<file path="src/sv/polygon_fan_vertex_assembler_defines.svh">
// assertion macros for the polygon fan vertex assembler
// used by pfva_back, no other dependencies
// define NO_ASSERTIONS to compile the checks out
`ifndef POLYGON_FAN_VERTEX_ASSEMBLER_DEFINES_SVH
`define POLYGON_FAN_VERTEX_ASSEMBLER_DEFINES_SVH

`ifndef NO_ASSERTIONS
// property must hold on every edge out of reset
`define PFVA_ASSERT(lbl, clk, rst_n, prop) \
  lbl: assert property (@(posedge clk) disable iff (!rst_n) prop) \
    else $error("pfva assertion failed");
// condition must never be true out of reset
`define PFVA_NEVER(lbl, clk, rst_n, cond) \
  lbl: assert property (@(posedge clk) disable iff (!rst_n) !(cond)) \
    else $error("pfva forbidden condition seen");
`else
`define PFVA_ASSERT(lbl, clk, rst_n, prop)
`define PFVA_NEVER(lbl, clk, rst_n, cond)
`endif

`endif

</file>
<file path="src/sv/pfva_fifo.sv">
// small register queue, power of two depth, head shown combinationally
// no dependencies
`timescale 1ns / 1ps

module pfva_fifo #(
  parameter int WIDTH = 8,
  parameter int DEPTH = 4
) (
  input  logic                     clk,
  input  logic                     rst_n,
  input  logic                     push,
  input  logic [WIDTH-1:0]         push_data,
  input  logic                     pop,
  output logic [WIDTH-1:0]         pop_data,
  output logic                     full,
  output logic                     empty,
  output logic [$clog2(DEPTH):0]   count
);

  localparam int PW = $clog2(DEPTH);
  localparam logic [PW:0] DEPTH_C = (PW + 1)'(DEPTH);

  logic [WIDTH-1:0] mem_r [DEPTH];
  logic [PW-1:0]    wr_ptr_r, wr_ptr_nxt;
  logic [PW-1:0]    rd_ptr_r, rd_ptr_nxt;
  logic [PW:0]      count_r, count_nxt;
  logic             do_push, do_pop;

  assign full  = (count_r == DEPTH_C);
  assign empty = (count_r == '0);
  assign count = count_r;
  assign do_push = push && !full;
  assign do_pop  = pop && !empty;
  assign pop_data = mem_r[rd_ptr_r];

  // pointer and fill count update
  always_comb begin
    wr_ptr_nxt = do_push ? wr_ptr_r + 1'b1 : wr_ptr_r;
    rd_ptr_nxt = do_pop ? rd_ptr_r + 1'b1 : rd_ptr_r;
    count_nxt  = count_r;
    if (do_push && !do_pop) begin
      count_nxt = count_r + 1'b1;
    end else if (do_pop && !do_push) begin
      count_nxt = count_r - 1'b1;
    end
  end

  always_ff @(posedge clk) begin
    if (!rst_n) begin
      wr_ptr_r <= '0;
      rd_ptr_r <= '0;
      count_r  <= '0;
    end else begin
      wr_ptr_r <= wr_ptr_nxt;
      rd_ptr_r <= rd_ptr_nxt;
      count_r  <= count_nxt;
    end
  end

  // storage
  always_ff @(posedge clk) begin
    if (do_push) begin
      mem_r[wr_ptr_r] <= push_data;
    end
  end

endmodule

</file>
<file path="config.mk">
export PLATFORM = sky130hd
export DESIGN_NAME = pfva_fifo
export DESIGN_NICKNAME = d
export VERILOG_FILES = /design/src/sv/polygon_fan_vertex_assembler_defines.svh /design/src/sv/pfva_fifo.sv
export SDC_FILE = /design/constraint.sdc
export NUM_CORES = 1
export LEC_CHECK = 0
export BUFFER_PORTS_ARGS = -buffer_cell sky130_fd_sc_hd__buf_2
export CAP_MARGIN = 20
export CORE_UTILIZATION = 48
export CTS_CLUSTER_SIZE = 30
export DETAILED_ROUTE_END_ITERATION = 8
export PLACE_DENSITY = 0.69
export SYNTH_ARGS = -nofsm -noshare
export SYNTH_HDL_FRONTEND = slang
export SYNTH_SLANG_ARGS = --single-unit
</file>
<file path="constraint.sdc">
create_clock -name clk -period 2.6 [get_ports clk]
set_input_delay 0.13 -clock clk [delete_from_list [all_inputs] [get_ports clk]]
set_output_delay 0.13 -clock clk [all_outputs]
set_load 0.03 [all_outputs]
</file>
=== Yosys cells after proc, flatten, opt, wreduce, memory -nomap -nowiden ===
Memories as Yosys holds them, arrays and structs flattened. A register that Yosys moved wholly into a read port is not among the register bits.
Index checks and enable logic that the tools add are counted.

* Register bits: 7
* Memory bits (writable): 32
* Memories: 1
* Output and inout port bits: 13

* Reductions and logical operators: 10
* Multiplexer cells: 6
* Add/sub/neg operators: 4
* Equality and inequality tests: 1

{| class="wikitable"
|+ Memories
! memory !! depth !! bits a word !! read ports !! clocked after Yosys merged registers in !! write ports !! line !! text
|-
| mem_r || 4 || 8 || 1 || 1 || 1 || pfva_fifo.sv:23 || <nowiki>logic [WIDTH-1:0] mem_r [DEPTH];</nowiki>
|}

{| class="wikitable"
|+ Operators by type and width
! kind !! number
|-
| $mux 3 || 2
|-
| $add 2x1->2 const B || 2
|-
| $logic_and 1x1->1 || 4
|-
| $logic_not 1->1 || 4
|-
| $mux 2 || 2
|-
| $add 3x1->3 const B || 1
|-
| $eq 3x3->1 const B || 1
|-
| $logic_not 3->1 || 1
|-
| $sub 3x1->3 const B || 1
|-
| $mux 1 || 2
|-
| $reduce_bool 2->1 || 1
|}

=== Logic depth before layout (Yosys ltp) ===
Gate-level depths: netlist of run 1.

* Depth after elaboration: 7
* Mapped depth: 9
* Depth with buffers taken out: 8

=== Worst setup path after synthesis of run 1 ===
OpenSTA, ideal clock, no wires.

* Kind: register to register
* From: register count_r[2], in the netlist count[2]
* To: register count_r[2], in the netlist count[2]
* Data arrival time: 2.301 ns
* Setup time: 0.070 ns
* Cell stages (with the launch flop): 10
* Data required time: 2.530 ns
* Setup slack: 0.229 ns
* Path through: dfxtp_1 nor3b_2 nor2b_1 buf_6 ha_1 inv_1 fa_1 xor2_1 or3_1 a21boi_1

* Word-level cells in the longest chain between the ends: 6
* Elaborated cells between the ends (all ways): 15
* Those cells by class: add/sub: 2; eq/ne: 1; mux: 2; reduce/logical: 10

{| class="wikitable"
|+ Ends and longest elaborated chain
! element !! line !! text
|-
| start: declaration || pfva_fifo.sv:26 || <nowiki>logic [PW:0] count_r, count_nxt;</nowiki>
|-
| start signal: assignment || pfva_fifo.sv:56 || <nowiki>count_r <= count_nxt;</nowiki>
|-
| $eq 3x3->1 * || pfva_fifo.sv:29 || <nowiki>assign full = (count_r == DEPTH_C);</nowiki>
|-
| net full || pfva_fifo.sv:15 || <nowiki>output logic full,</nowiki>
|-
| $logic_not 1->1 * || pfva_fifo.sv:32 || <nowiki>assign do_push = push && !full;</nowiki>
|-
| $logic_and 1x1->1 * || pfva_fifo.sv:32 ||
|-
| net do_push || pfva_fifo.sv:27 || <nowiki>logic do_push, do_pop;</nowiki>
|-
| $logic_not 1->1 || pfva_fifo.sv:43 || <nowiki>end else if (do_pop && !do_push) begin</nowiki>
|-
| $logic_and 1x1->1 || pfva_fifo.sv:43 ||
|-
| $reduce_bool 2->1 (no source line) || - ||
|}

The timed path passes the listed nets; every way through them passes the cells marked *. The select of a mux whose other input is x is not followed.
A chain may end at the register's enable or synchronous reset.

=== Worst setup path after layout of run 1 ===
* From: register count_r[0], in the netlist count[0]
* To: register count_r[2], in the netlist count[2]

* Word-level cells in the longest chain between the ends: 6
* Elaborated cells between the ends (all ways): 15
* Those cells by class: add/sub: 2; eq/ne: 1; mux: 2; reduce/logical: 10

{| class="wikitable"
|+ Ends and longest elaborated chain
! element
|-
| parallel branches: the longest is 6 deep, another holds $sub 3x1->3
|}

Parallel ways; which one is timed is not known. The select of a mux whose other input is x is not followed.

==> impl_summary.log, run 1 <==
INFO  metric run_status = completed
INFO  metric crit_start_category = register
INFO  metric worstReg2RegEnd = count[2]
INFO  metric finalWorstSetupSlack = 0.447 ns
INFO  metric reg2reg_from = count[0]
INFO  metric rsz_0062_raised_after_global_routing = no
INFO  metric endpoint_kind = register
INFO  metric synth_enable_flop_cells = 32
INFO  metric synth.yosys.seq_area_share = between 60 and 70%
INFO  metric grt_util_all_layers = 16.9%
INFO  metric numCtsBuffers = 5
INFO  metric detail_route.wl_per_cell = 15.1 um
INFO  metric detailed_place_hpwl = 1.77 mm
INFO  metric design.die.area = 3650 um^2
INFO  metric pin_count = 25
INFO  metric final_nets = 144
INFO  metric synth-main-ff-cell = sky130_fd_sc_hd__edfxtp_1
INFO  metric drive_gt1_share = 33.1%
INFO  metric tritoncts = yes
INFO  metric core = 3150 um^2
INFO  metric grt_remaining_overflow = 0
INFO  metric synthesis.area = 1640 um^2
INFO  metric max_freq = 0.465 GHz
INFO  metric port_buffers = 24
INFO  metric yosys_warnings = 0
INFO  metric maxSlewHeadroom = 63.2%
INFO  metric number_of_vias_after_detailed_routing = about 860
INFO  metric detailedRoute.firstIterationViolations = 13
INFO  metric synthArstFlopShare = 0%
INFO  metric final_max_slew_viol_count = 0
INFO  metric postSynthNetCount = roughly 110
INFO  metric cts_buffer_depth = 2
INFO  metric placedInstanceArea = ~1800 um^2
INFO  metric worst_setup_path_startpoint = count[0]
INFO  metric layout_area_growth_over_synthesis = 19.2%
INFO  metric vdd.ir_drop.worst = 0.712 mV
INFO  metric cell_rows = 20
INFO  metric post_synth_num_cell_types = 23
INFO  metric routed_wl = about 2.6 mm
INFO  metric setup_violations = 0
INFO  metric max_cap_viol_count = 0
INFO  metric drt_first_pass_iters = 4
INFO  metric dieWidth = 60.4 um
INFO  metric maximum_number_of_pins_on_one_net_before_global_route_repair = 14
INFO  metric fin_skew = 0.00655 ns
INFO  metric post-cts-setup-buffer-count = 0
INFO  metric worstPathMaxFanout = 7
INFO  metric syn-mean-instance-area = 18.2 um^2
INFO  metric route.antenna.remaining_nets = 0
INFO  metric postLayoutCoreUtil = 62.0%
INFO  metric report.power.total = between 1.5 and 2 mW
INFO  metric timing.setup.tns = 0 ns
INFO  metric first_global_vias = 890
INFO  metric htree_levels = 2
INFO  metric dieHeight = 60.4 um
INFO  metric worst-r2r-cell-count = 8
INFO  metric finalHoldViolations = 0
INFO  metric insertion_delay_to_the_later_sink_of_the_worst_skew_pair = 0.35 ns
INFO  metric finalCriticalPeriod = 2.15 ns
INFO  metric final_design_area_no_fill = 1950 um^2
INFO  metric p_leak = 0.721 nW
INFO  metric postSynthRegisterBits = 41
INFO  metric cp_data_required_time = ~2.9 ns
INFO  metric routabilityCongestion = 0.814
INFO  metric cts.sink_count = 41
INFO  metric pre_cts_ws = roughly 0.47 ns
INFO  metric worstHoldPathType = in2reg
INFO  metric clk_pin_slew = 0.11 ns
INFO  metric clock_tree.root_cell = sky130_fd_sc_hd__clkbuf_4
INFO  metric critPathArrivalTime = 2.43 ns
INFO  metric worst-setup-path-type = reg2reg
INFO  metric start_util = between 50 and 60%
INFO  metric antennaDiodeCount = 0
INFO  metric antenna_found_initial = 0
INFO  metric fin_crit_sh = between 80 and 90%
INFO  metric worstMarginPinSlew = 0.551 ns
INFO  metric post_synth_inst_count = 90
INFO  metric p_per_area = 982 nW/um^2
INFO  metric remaining_drc_errors = 0
INFO  metric timing.critical_path.to = count[2]
INFO  metric vias_per_cell = a little over 5
INFO  metric grt_first_pass_wirelength = 4.09 mm
INFO  metric reg2reg_slack = ~0.45 ns
[layout by cell type (no fill, tap or decap)]
cell	instances
sky130_fd_sc_hd__a21boi_1	1
sky130_fd_sc_hd__and2_1	8
sky130_fd_sc_hd__buf_2	24
sky130_fd_sc_hd__buf_4	1
sky130_fd_sc_hd__bufinv_16	1
sky130_fd_sc_hd__clkbuf_1	1
sky130_fd_sc_hd__clkbuf_4	5
sky130_fd_sc_hd__clkinv_2	1
sky130_fd_sc_hd__dfxtp_1	9
sky130_fd_sc_hd__dlygate4sd3_1	8
sky130_fd_sc_hd__edfxtp_1	32
sky130_fd_sc_hd__fa_1	1
sky130_fd_sc_hd__ha_1	5
sky130_fd_sc_hd__inv_1	3
sky130_fd_sc_hd__mux2i_1	3
sky130_fd_sc_hd__mux4_2	8
sky130_fd_sc_hd__nand2_1	4
sky130_fd_sc_hd__nor2b_1	2
sky130_fd_sc_hd__nor3_1	1
sky130_fd_sc_hd__nor3b_2	1
sky130_fd_sc_hd__o21ai_0	1
sky130_fd_sc_hd__o311ai_1	1
sky130_fd_sc_hd__o31ai_2	1
sky130_fd_sc_hd__or3_1	1
sky130_fd_sc_hd__xnor2_1	3
sky130_fd_sc_hd__xor2_1	1
[stage by stage]
stage,hold slack [ns],cells
floorplan,0.229,90
global placement,0.341,155
detailed placement,0.345,155
CTS,0.105,171
global route,0.111,171
finish,0.112,171
[layer usage]
metal  share of wire [%]  track usage, %  wire, um  vias up
li1                    -               -         -      411
met1                  41            18.6      1050      430
met2                  54            29.0      1400       16
met3                 3.1            4.48        79        7
met4                 2.4            10.7        61        0
met5                   0               0         0        -
[synth_stat cells (2+ instances only)]
cell type / instances / area, um^2
sky130_fd_sc_hd__edfxtp_1: 32 / 961
sky130_fd_sc_hd__xnor2_1: 3 / 26.3
sky130_fd_sc_hd__inv_1: 3 / 11.3
sky130_fd_sc_hd__ha_1: 5 / 62.6
sky130_fd_sc_hd__dfxtp_1: 9 / 180
sky130_fd_sc_hd__mux2i_1: 3 / 30.0
sky130_fd_sc_hd__mux4_2: 8 / 180
sky130_fd_sc_hd__and2_1: 8 / 50.1
sky130_fd_sc_hd__nor2b_1: 2 / 12.5
sky130_fd_sc_hd__nand2_1: 4 / 15.0
[logic make-up after synthesis]
kind of cell    after synthesis  synth area share (%)
compound gates                4                  2.06
xor+xnor                      4                  2.14
fa+ha+maj                     6                  5.04
buf+inv                       7                  2.14
flops                        41                  69.6
mux                          11                  12.8
simple gates                 17                  6.18
[critical path: stages (launching register included)]
cell	delay (ns)
sky130_fd_sc_hd__dfxtp_1	0.53
sky130_fd_sc_hd__nor3b_2	0.09
sky130_fd_sc_hd__nor2b_1	0.17
sky130_fd_sc_hd__ha_1	0.21
sky130_fd_sc_hd__inv_1	0.06
sky130_fd_sc_hd__fa_1	0.37
sky130_fd_sc_hd__xor2_1	0.16
sky130_fd_sc_hd__or3_1	0.33
sky130_fd_sc_hd__a21boi_1	0.17
[power by group]
group | total [mW] | leakage, nW | switching (mW) | internal (mW)
combinational | 0.615 | 0.311 | 0.350 | 0.265
clock | 0.399 | 0.0422 | 0.197 | 0.202
sequential | 0.904 | 0.367 | 0.0992 | 0.805
[flip-flops by register name (all words and copies together), names as in the netlist, named ones only]
signal / cells
count: 3
mem_r: 32
rd_ptr_r: 2
wr_ptr_r: 2
[how the worst min path moves through the flow]
stage / end / startpoint / slack (ns) / cells after the start
after floorplan: mem_r[0][0] / push_data[0] / 0.23 / 0
after global placement: mem_r[1][4] / push_data[4] / 0.34 / 1
after detailed placement: mem_r[0][4] / push_data[4] / 0.34 / 1
after CTS: count[1] / rst_n / 0.11 / 2
after global routing: count[1] / rst_n / 0.11 / 2
final: count[1] / rst_n / 0.11 / 2
[area by class of cell]
class / instances / area, um^2
clock buffers: 6 / 41.3
clock inverters: 2 / 35.0
fillers: 259 / 1200
inverters: 3 / 11.3
multi-input cells: 42 / 463
flip-flops and latches: 41 / 1140
well taps: 44 / 55.1
repair buffers: 33 / 208
[what timing repair did]
item,4_1_cts,5_1_grt
endpoints found under the setup margin,0,0
endpoints found under the hold margin,30,0
hold buffers,8,0
resized for setup,0,0
No activity file was read; power rests on OpenSTA's default activity.
==> run 2, diff against run 1 <==
ABC_AREA = 1   (was unset)
clock period = 2.2 ns   (was 2.6 ns; I/O delays follow)
==> impl_summary.log, run 2 <==
INFO  metric dieWidth = 61.3 um (+1.4%)
INFO  metric routed_wl = 3.08 mm (+19%)
INFO  metric regMostFlops = mem_r
INFO  metric clk_pin_slew = 0.11 ns (about the same)
INFO  metric post-cts-setup-buffer-count = 0 (unchanged)
INFO  metric routabilityCongestion = 0.731 (-10%)
INFO  metric tritoncts = yes
INFO  metric cts_buffer_depth = 2 (unchanged)
INFO  metric dieHeight = 61.3 um (+1.4%)
INFO  metric drive_gt1_share = 22.1% (-11 points)
INFO  metric layout_area_growth_over_synthesis = 21.8%
INFO  metric pin_count = 25 (unchanged)
INFO  metric p_per_area = 1150 nW/um^2 (+17%)
INFO  metric worst-r2r-cell-count = 12 (+4)
INFO  metric numCtsBuffers = 5 (unchanged)
INFO  metric postSynthNetCount = 164 (+52%)
INFO  metric final.fill_count = 294 (+14%)
INFO  metric setup_violations = 0 (unchanged)
INFO  metric vdd.ir_drop.worst = 0.681 mV (-4.4%)
INFO  metric final_cell_count_no_fill = 236 (+38%)
INFO  metric worstReg2RegEnd = count[2]
INFO  metric yosys_warnings = 0 (unchanged)
INFO  metric synth_top_area_cell = sky130_fd_sc_hd__edfxtp_1
INFO  metric cell_rows = 21 (+5.0%)
INFO  metric antennaDiodeCount = 0 (unchanged)
INFO  metric grt_util_all_layers = 18.3% (+1.5 points)
INFO  metric htree_levels = 2 (unchanged)
INFO  metric vias_per_cell = 4.86 (-3.8%)
INFO  metric drt_first_pass_iters = 4 (unchanged)
INFO  metric run_status = completed
INFO  metric clock_tree.root_cell = sky130_fd_sc_hd__clkbuf_4
INFO  metric insertion_delay_to_the_later_sink_of_the_worst_skew_pair = 0.33 ns (-0.02 ns)
INFO  metric timing.setup.tns = 0 ns (unchanged)
INFO  metric worstHoldEndpoint = wr_ptr_r[1]
INFO  metric maxSlewHeadroom = 75.8% (+13 points)
INFO  metric most_used_cells_in_the_layout_excluding_fill_and_tap_cells = 32 x sky130_fd_sc_hd__edfxtp_1, 30 x sky130_fd_sc_hd__nor2_1, 24 x sky130_fd_sc_hd__buf_2
INFO  metric final_max_slew_viol_count = 0 (unchanged)
INFO  metric yosys-top-cells-count = 32 x sky130_fd_sc_hd__edfxtp_1, 30 x sky130_fd_sc_hd__nor2_1, 17 x sky130_fd_sc_hd__inv_1
INFO  metric port_buffers = 24 (unchanged)
INFO  metric core = 3340 um^2 (+5.8%)
INFO  metric cts.sink_count = 41 (unchanged)
INFO  metric grt_first_pass_wirelength = 4.69 mm (+15%)
INFO  metric post_synth_inst_count = 146 (+62%)
INFO  metric crit_start_category = register
INFO  metric number_of_vias_after_detailed_routing = 1147 (+33%)
INFO  metric antenna_found_initial = 0 (unchanged)
INFO  metric post_synth_num_cell_types = 18 (-22%)
INFO  metric syn-mean-instance-area = 11.5 um^2 (-37%)
INFO  metric ctsHoldBuffers = 8 (unchanged)
INFO  metric reg2reg_from = count[0]
INFO  metric p_leak = 0.835 nW (+16%)
INFO  metric post_cts.resized_instances = 0 (unchanged)
INFO  metric detail_route.wl_per_cell = 13.1 um (-14%)
INFO  metric max_freq = 0.524 GHz (+13%)
INFO  metric rsz_0062_raised_after_global_routing = no
INFO  metric worst-setup-path-type = reg2reg
INFO  metric synthArstFlopShare = 0% (unchanged)
INFO  metric cp_data_required_time = 2.48 ns (-0.40 ns)
INFO  metric synth-main-ff-cell = sky130_fd_sc_hd__edfxtp_1
INFO  metric detailedRoute.firstIterationViolations = 32 (+19)
INFO  metric start_util = 50.5% (-1.5 points)
INFO  metric max_cap_viol_count = 0 (unchanged)
INFO  metric numPlacedInstances = 219 (+41%)
INFO  metric synth.yosys.seq_area_share = 67.7% (-1.9 points)
INFO  metric worstMarginPinSlew = 0.363 ns (-0.188 ns)
INFO  metric endpoint_kind = register
INFO  metric finalCriticalPeriod = 1.91 ns (-0.243 ns)
INFO  metric remaining_drc_errors = 0 (unchanged)
INFO  metric worstHoldPathType = in2reg
INFO  metric whs_path_depth = 4 (+2)
INFO  metric holdCritStartpoint = push
INFO  metric critPathArrivalTime = 2.19 ns (-0.24 ns)
INFO  metric detailed_place_hpwl = 2.06 mm (+17%)
INFO  metric synth_enable_flop_cells = 32 (unchanged)
INFO  metric reg2reg_slack = 0.29 ns (-0.16 ns)
INFO  metric worstPathMaxFanout = 5 (-2)
INFO  metric ys_top_cells_by_area = sky130_fd_sc_hd__edfxtp_1 57%, sky130_fd_sc_hd__dfxtp_1 11%, sky130_fd_sc_hd__nor2_1 6.7%, sky130_fd_sc_hd__o21ai_0 3.9%, sky130_fd_sc_hd__inv_1 3.8%
INFO  metric postSynthRegisterBits = 41 (unchanged)
INFO  metric fin_crit_sh = 86.8% (+4.0 points)
INFO  metric maximum_number_of_pins_on_one_net_before_global_route_repair = 17 (+3)
INFO  metric finalHoldViolations = 0 (unchanged)
INFO  metric synth_top_area_share = 57.0% (-1.6 points)
INFO  metric final_nets = 207 (+44%)
INFO  metric synthesis.area = 1690 um^2 (+2.8%)
INFO  metric final_common_cell = sky130_fd_sc_hd__edfxtp_1
INFO  metric route.antenna.remaining_nets = 0 (unchanged)
INFO  metric design.die.area = 3750 um^2 (+2.7%)
INFO  metric yosys.cell_count.top_type = sky130_fd_sc_hd__edfxtp_1
INFO  metric fin_skew = 0.00337 ns (-0.00318 ns)
INFO  metric report.power.total = 2.36 mW (+23%)
INFO  metric grt_remaining_overflow = 0 (unchanged)
INFO  metric first_global_vias = 1070 (+20%)
INFO  metric largest_reg_flops = 32 (unchanged)
## run 2: layer usage
| layer | global-route usage, % | vias to the layer above | part of all wire (%) | routed length, um |
|---|---|---|---|---|
| met5 | 0 | - | 0 | 0 |
| met4 | 8.77 | 0 | 1.6 | 50 |
| met3 | 5.88 | 6 | 3.7 | 113 |
| met2 | 31.8 | 30 | 52 | 1610 |
| met1 | 20.4 | 527 | 42 | 1310 |
| li1 | - | 584 | - | - |
## run 2: per-stage QoR
step                      setup WS (ns)  utilization [%]  hold WS (ns)  area (um^2)
final                             0.290             61.5        0.0794         2050
after global routing             0.0596             61.5        0.0558         2050
after CTS                         0.268             61.2        0.0157         2040
after detailed placement          0.290             56.3         0.327         1880
after global placement            0.413             56.3         0.318         1880
after floorplan                   0.266                -         0.209         1690
## run 2: power breakdown
group	total, mW	leakage (nW)	switching [mW]	internal [mW]
Combinational	0.832	0.422	0.566	0.265
Clock	0.497	0.0455	0.226	0.271
Sequential	1.03	0.367	0.0791	0.949
Total	2.36	0.835	0.871	1.49
## run 2: worst max-delay path by stage
stage          cells after the start  slack, ns  startpoint  endpoint
5_1_grt                            9       0.06    count[0]  count[1]
4_1_cts                           13       0.27    count[0]  count[2]
3_3_place_gp                      13       0.41    count[0]  count[2]
2_1_floorplan                     13       0.27    count[0]  count[2]
6_report                          12       0.29    count[0]  count[2]
3_5_place_dp                      13       0.29    count[0]  count[2]
## run 2: area by class of cell
type                    instances  area [um^2]  area share [%]
inverters                      18         67.6            3.29
clock inverters                 1         30.0            1.46
clock buffers                   7         55.1            2.68
multi-input cells              85          454            22.1
flip-flops and latches         41         1140            55.6
repair buffers                 38          248            12.1
well taps                      46         57.6            2.80
## run 2: kinds of logic after synthesis
| group | Yosys count | synth area share (%) |
|---|---|---|
| adder cells (fa/ha/maj) | 6 | 4.90 |
| buffers and inverters | 20 | 5.34 |
| AND/OR/NAND/NOR | 50 | 12.0 |
| flip-flops | 41 | 67.7 |
| AO/OA/AOI/OAI | 28 | 9.58 |
| XOR/XNOR | 1 | 0.520 |
## run 2: critical path, cell delays in order, from the launching register on
cell and delay [ns]:
sky130_fd_sc_hd__dfxtp_1 0.43, sky130_fd_sc_hd__nor2_1 0.09, sky130_fd_sc_hd__nand2_1 0.13, sky130_fd_sc_hd__nand2_2 0.10, sky130_fd_sc_hd__inv_1 0.10, sky130_fd_sc_hd__ha_1 0.17, sky130_fd_sc_hd__inv_1 0.07, sky130_fd_sc_hd__fa_1 0.39
sky130_fd_sc_hd__nand2_1 0.09, sky130_fd_sc_hd__nand3_1 0.09, sky130_fd_sc_hd__nand2_1 0.07, sky130_fd_sc_hd__nand2_1 0.05, sky130_fd_sc_hd__nor2_1 0.07
==> run 3, diff against run 2 <==
CORE_MARGIN = 5   (was unset)
==> impl_summary.log, run 3 (synthesis results as in run 2) <==
INFO  metric htree_levels = 2 (unchanged)
INFO  metric layout_area_growth_over_synthesis = 20.7%
INFO  metric largest_reg_flops = 32 (unchanged)
INFO  metric setup_violations = 0 (unchanged)
INFO  metric grt_most_used_layer = met2
INFO  metric finalCriticalPeriod = 1.99 ns (+0.0819 ns)
INFO  metric max_cap_viol_count = 0 (unchanged)
INFO  metric max_freq = 0.502 GHz (-4.1%)
INFO  metric reg2reg_from = count[0]
INFO  metric p_per_area = 1150 nW/um^2 (+0.50%)
INFO  metric insertion_delay_to_the_later_sink_of_the_worst_skew_pair = 0.34 ns (about the same)
INFO  metric most_used_cells_in_the_layout_excluding_fill_and_tap_cells = 32 x sky130_fd_sc_hd__edfxtp_1, 30 x sky130_fd_sc_hd__nor2_1, 24 x sky130_fd_sc_hd__buf_2
INFO  metric antenna_found_initial = 0 (unchanged)
INFO  metric fin_skew = 0.0156 ns (+0.0122 ns)
INFO  metric groute.layer.met3.usage = 4.35% (-1.5 points)
INFO  metric tritoncts = yes
INFO  metric pin_count = 25 (unchanged)
INFO  metric rsz_0062_raised_after_global_routing = no
INFO  metric crit_start_category = register
INFO  metric dieWidth = 69.3 um (+13%)
INFO  metric routabilityCongestion = 0.753 (+3.0%)
INFO  metric grt_first_pass_wirelength = 5.49 mm (+17%)
INFO  metric detail_route.wl_per_cell = 13.9 um (+6.6%)
INFO  metric worst-setup-path-type = reg2reg
INFO  metric cell_rows = 21 (unchanged)
INFO  metric design.die.area = 4800 um^2 (+28%)
INFO  metric fin_crit_sh = 90.5% (+3.7 points)
INFO  metric reg2reg_slack = 0.21 ns (-0.08 ns)
INFO  metric drt_first_pass_iters = 4 (unchanged)
INFO  metric maximum_number_of_pins_on_one_net_before_global_route_repair = 17 (unchanged)
INFO  metric cts.sink_count = 41 (unchanged)
INFO  metric pre_cts_ws = 0.304 ns (+0.0137 ns)
INFO  metric grt_remaining_overflow = 0 (unchanged)
INFO  metric routed_wl = 3.27 mm (+6.2%)
INFO  metric critPathArrivalTime = 2.26 ns (+0.07 ns)
INFO  metric ctsHoldBuffers = 8 (unchanged)
INFO  metric maxSlewHeadroom = 73.5% (-2.2 points)
INFO  metric finalHoldViolations = 0 (unchanged)
INFO  metric holdCritStartpoint = rst_n
INFO  metric first_global_vias = 1253 (+17%)
INFO  metric timing.setup.tns = 0 ns (unchanged)
INFO  metric final.fill_count = 303 (+3.1%)
INFO  metric worstHoldPathType = in2reg
INFO  metric numCtsBuffers = 5 (unchanged)
INFO  metric grt_util_all_layers = 14.4% (-4.0 points)
INFO  metric finalWorstSetupSlack = 0.208 ns (-0.0819 ns)
INFO  metric clock_tree.root_cell = sky130_fd_sc_hd__clkbuf_4
INFO  metric detailed_place_hpwl = 2.27 mm (+10%)
INFO  metric final_common_cell = sky130_fd_sc_hd__edfxtp_1
INFO  metric drive_gt1_share = 22.2% (+0.12 points)
INFO  metric grt.met2_usage = 25.2% (-6.6 points)
INFO  metric final_nets = 206 (-0.48%)
INFO  metric route.antenna.remaining_nets = 0 (unchanged)
INFO  metric vdd.ir_drop.worst = 0.844 mV (+24%)
INFO  metric detailedRoute.firstIterationViolations = 92 (+190%)
INFO  metric grt_util_met1 = 15.9% (-4.6 points)
INFO  metric port_buffers = 24 (unchanged)
INFO  metric worstMarginPinSlew = 0.396 ns (+0.0332 ns)
INFO  metric number_of_vias_after_detailed_routing = 1173 (+2.3%)
INFO  metric whs_path_depth = 3 (-1)
INFO  metric worstReg2RegEnd = count[2]
INFO  metric start_util = 50.1% (-0.39 points)
INFO  metric post-cts-setup-buffer-count = 0 (unchanged)
INFO  metric remaining_drc_errors = 0 (unchanged)
INFO  metric regMostFlops = mem_r
INFO  metric clk_pin_slew = 0.11 ns (about the same)
INFO  metric post_cts.resized_instances = 0 (unchanged)
INFO  metric p_leak = 0.828 nW (-0.89%)
INFO  metric postLayoutCoreUtil = 60.5% (-1.0 points)
INFO  metric endpoint_kind = register
INFO  metric worstHoldEndpoint = wr_ptr_r[1]
INFO  metric cts_buffer_depth = 2 (unchanged)
INFO  metric vias_per_cell = 4.99 (+2.7%)
INFO  metric worst-r2r-cell-count = 12 (unchanged)
INFO  metric worstPathMaxFanout = 5 (unchanged)
INFO  metric final_max_slew_viol_count = 0 (unchanged)
INFO  metric dieHeight = 69.3 um (+13%)
INFO  metric run_status = completed
INFO  metric antennaDiodeCount = 0 (unchanged)
INFO  metric core = 3360 um^2 (+0.79%)
INFO  metric cp_data_required_time = 2.47 ns (about the same)
==> run 3: cell count changes in the layout (fill, tap and decap cells not counted), sizes merged <==
cell | before | now
dlygate4sd3 | 9 | 8
clkinv | 0 | 1
clkbuf | 7 | 6
==> run 3: layout make-up <==
type,count,area [um^2],area share (%)
repair buffers,37,238,11.7
clock inverters,2,35.0,1.72
flip-flops and latches,41,1140,56.1
inverters,18,67.6,3.32
clock buffers,6,41.3,2.03
multi-input cells,85,454,22.3
well taps,46,57.6,2.83
==> run 3: worst max-delay path by stage <==
stage	from	to	slack (ns)	cells past startpoint
floorplan	count[0]	count[2]	0.27	13
global placement	count[0]	count[2]	0.41	13
detailed placement	count[1]	count[1]	0.30	9
CTS	count[0]	count[2]	0.25	13
global route	count[1]	count[2]	0.03	13
finish	count[0]	count[2]	0.21	12
==> run 3: worst max-delay path, stage by stage, from the launching register on <==
cell and delay [ns]:
sky130_fd_sc_hd__dfxtp_1 0.44, sky130_fd_sc_hd__nor2_1 0.08, sky130_fd_sc_hd__nand2_1 0.13, sky130_fd_sc_hd__nand2_2 0.10
sky130_fd_sc_hd__inv_1 0.13, sky130_fd_sc_hd__ha_1 0.20, sky130_fd_sc_hd__inv_1 0.08, sky130_fd_sc_hd__fa_1 0.38
sky130_fd_sc_hd__nand2_1 0.09, sky130_fd_sc_hd__nand3_1 0.09, sky130_fd_sc_hd__nand2_1 0.06, sky130_fd_sc_hd__nand2_1 0.05
sky130_fd_sc_hd__nor2_1 0.09
==> run 3: power breakdown <==
group | internal (mW) | switching (mW)
clock | 0.238 | 0.228
sequential | 0.949 | 0.0813
combinational | 0.265 | 0.585
==> run 3: stage by stage <==
step | hold slack, ns | area, um^2 | instances | power [mW]
after global placement | 0.320 | 1880 | 219 | 1.85
after detailed placement | 0.329 | 1880 | 219 | 1.89
after CTS | 0.0244 | 2030 | 235 | 2.36
final | 0.0366 | 2030 | 235 | 2.35
after global routing | 0.0368 | 2030 | 235 | 2.50
after floorplan | 0.209 | 1690 | 146 | 1.64
==> run 3: per-layer routing <==
metal / up-vias / routed length (um)
met4: 0 / 59
met2: 37 / 1640
li1: 585 / -
met3: 7 / 163
met1: 544 / 1410
met5: - / 0
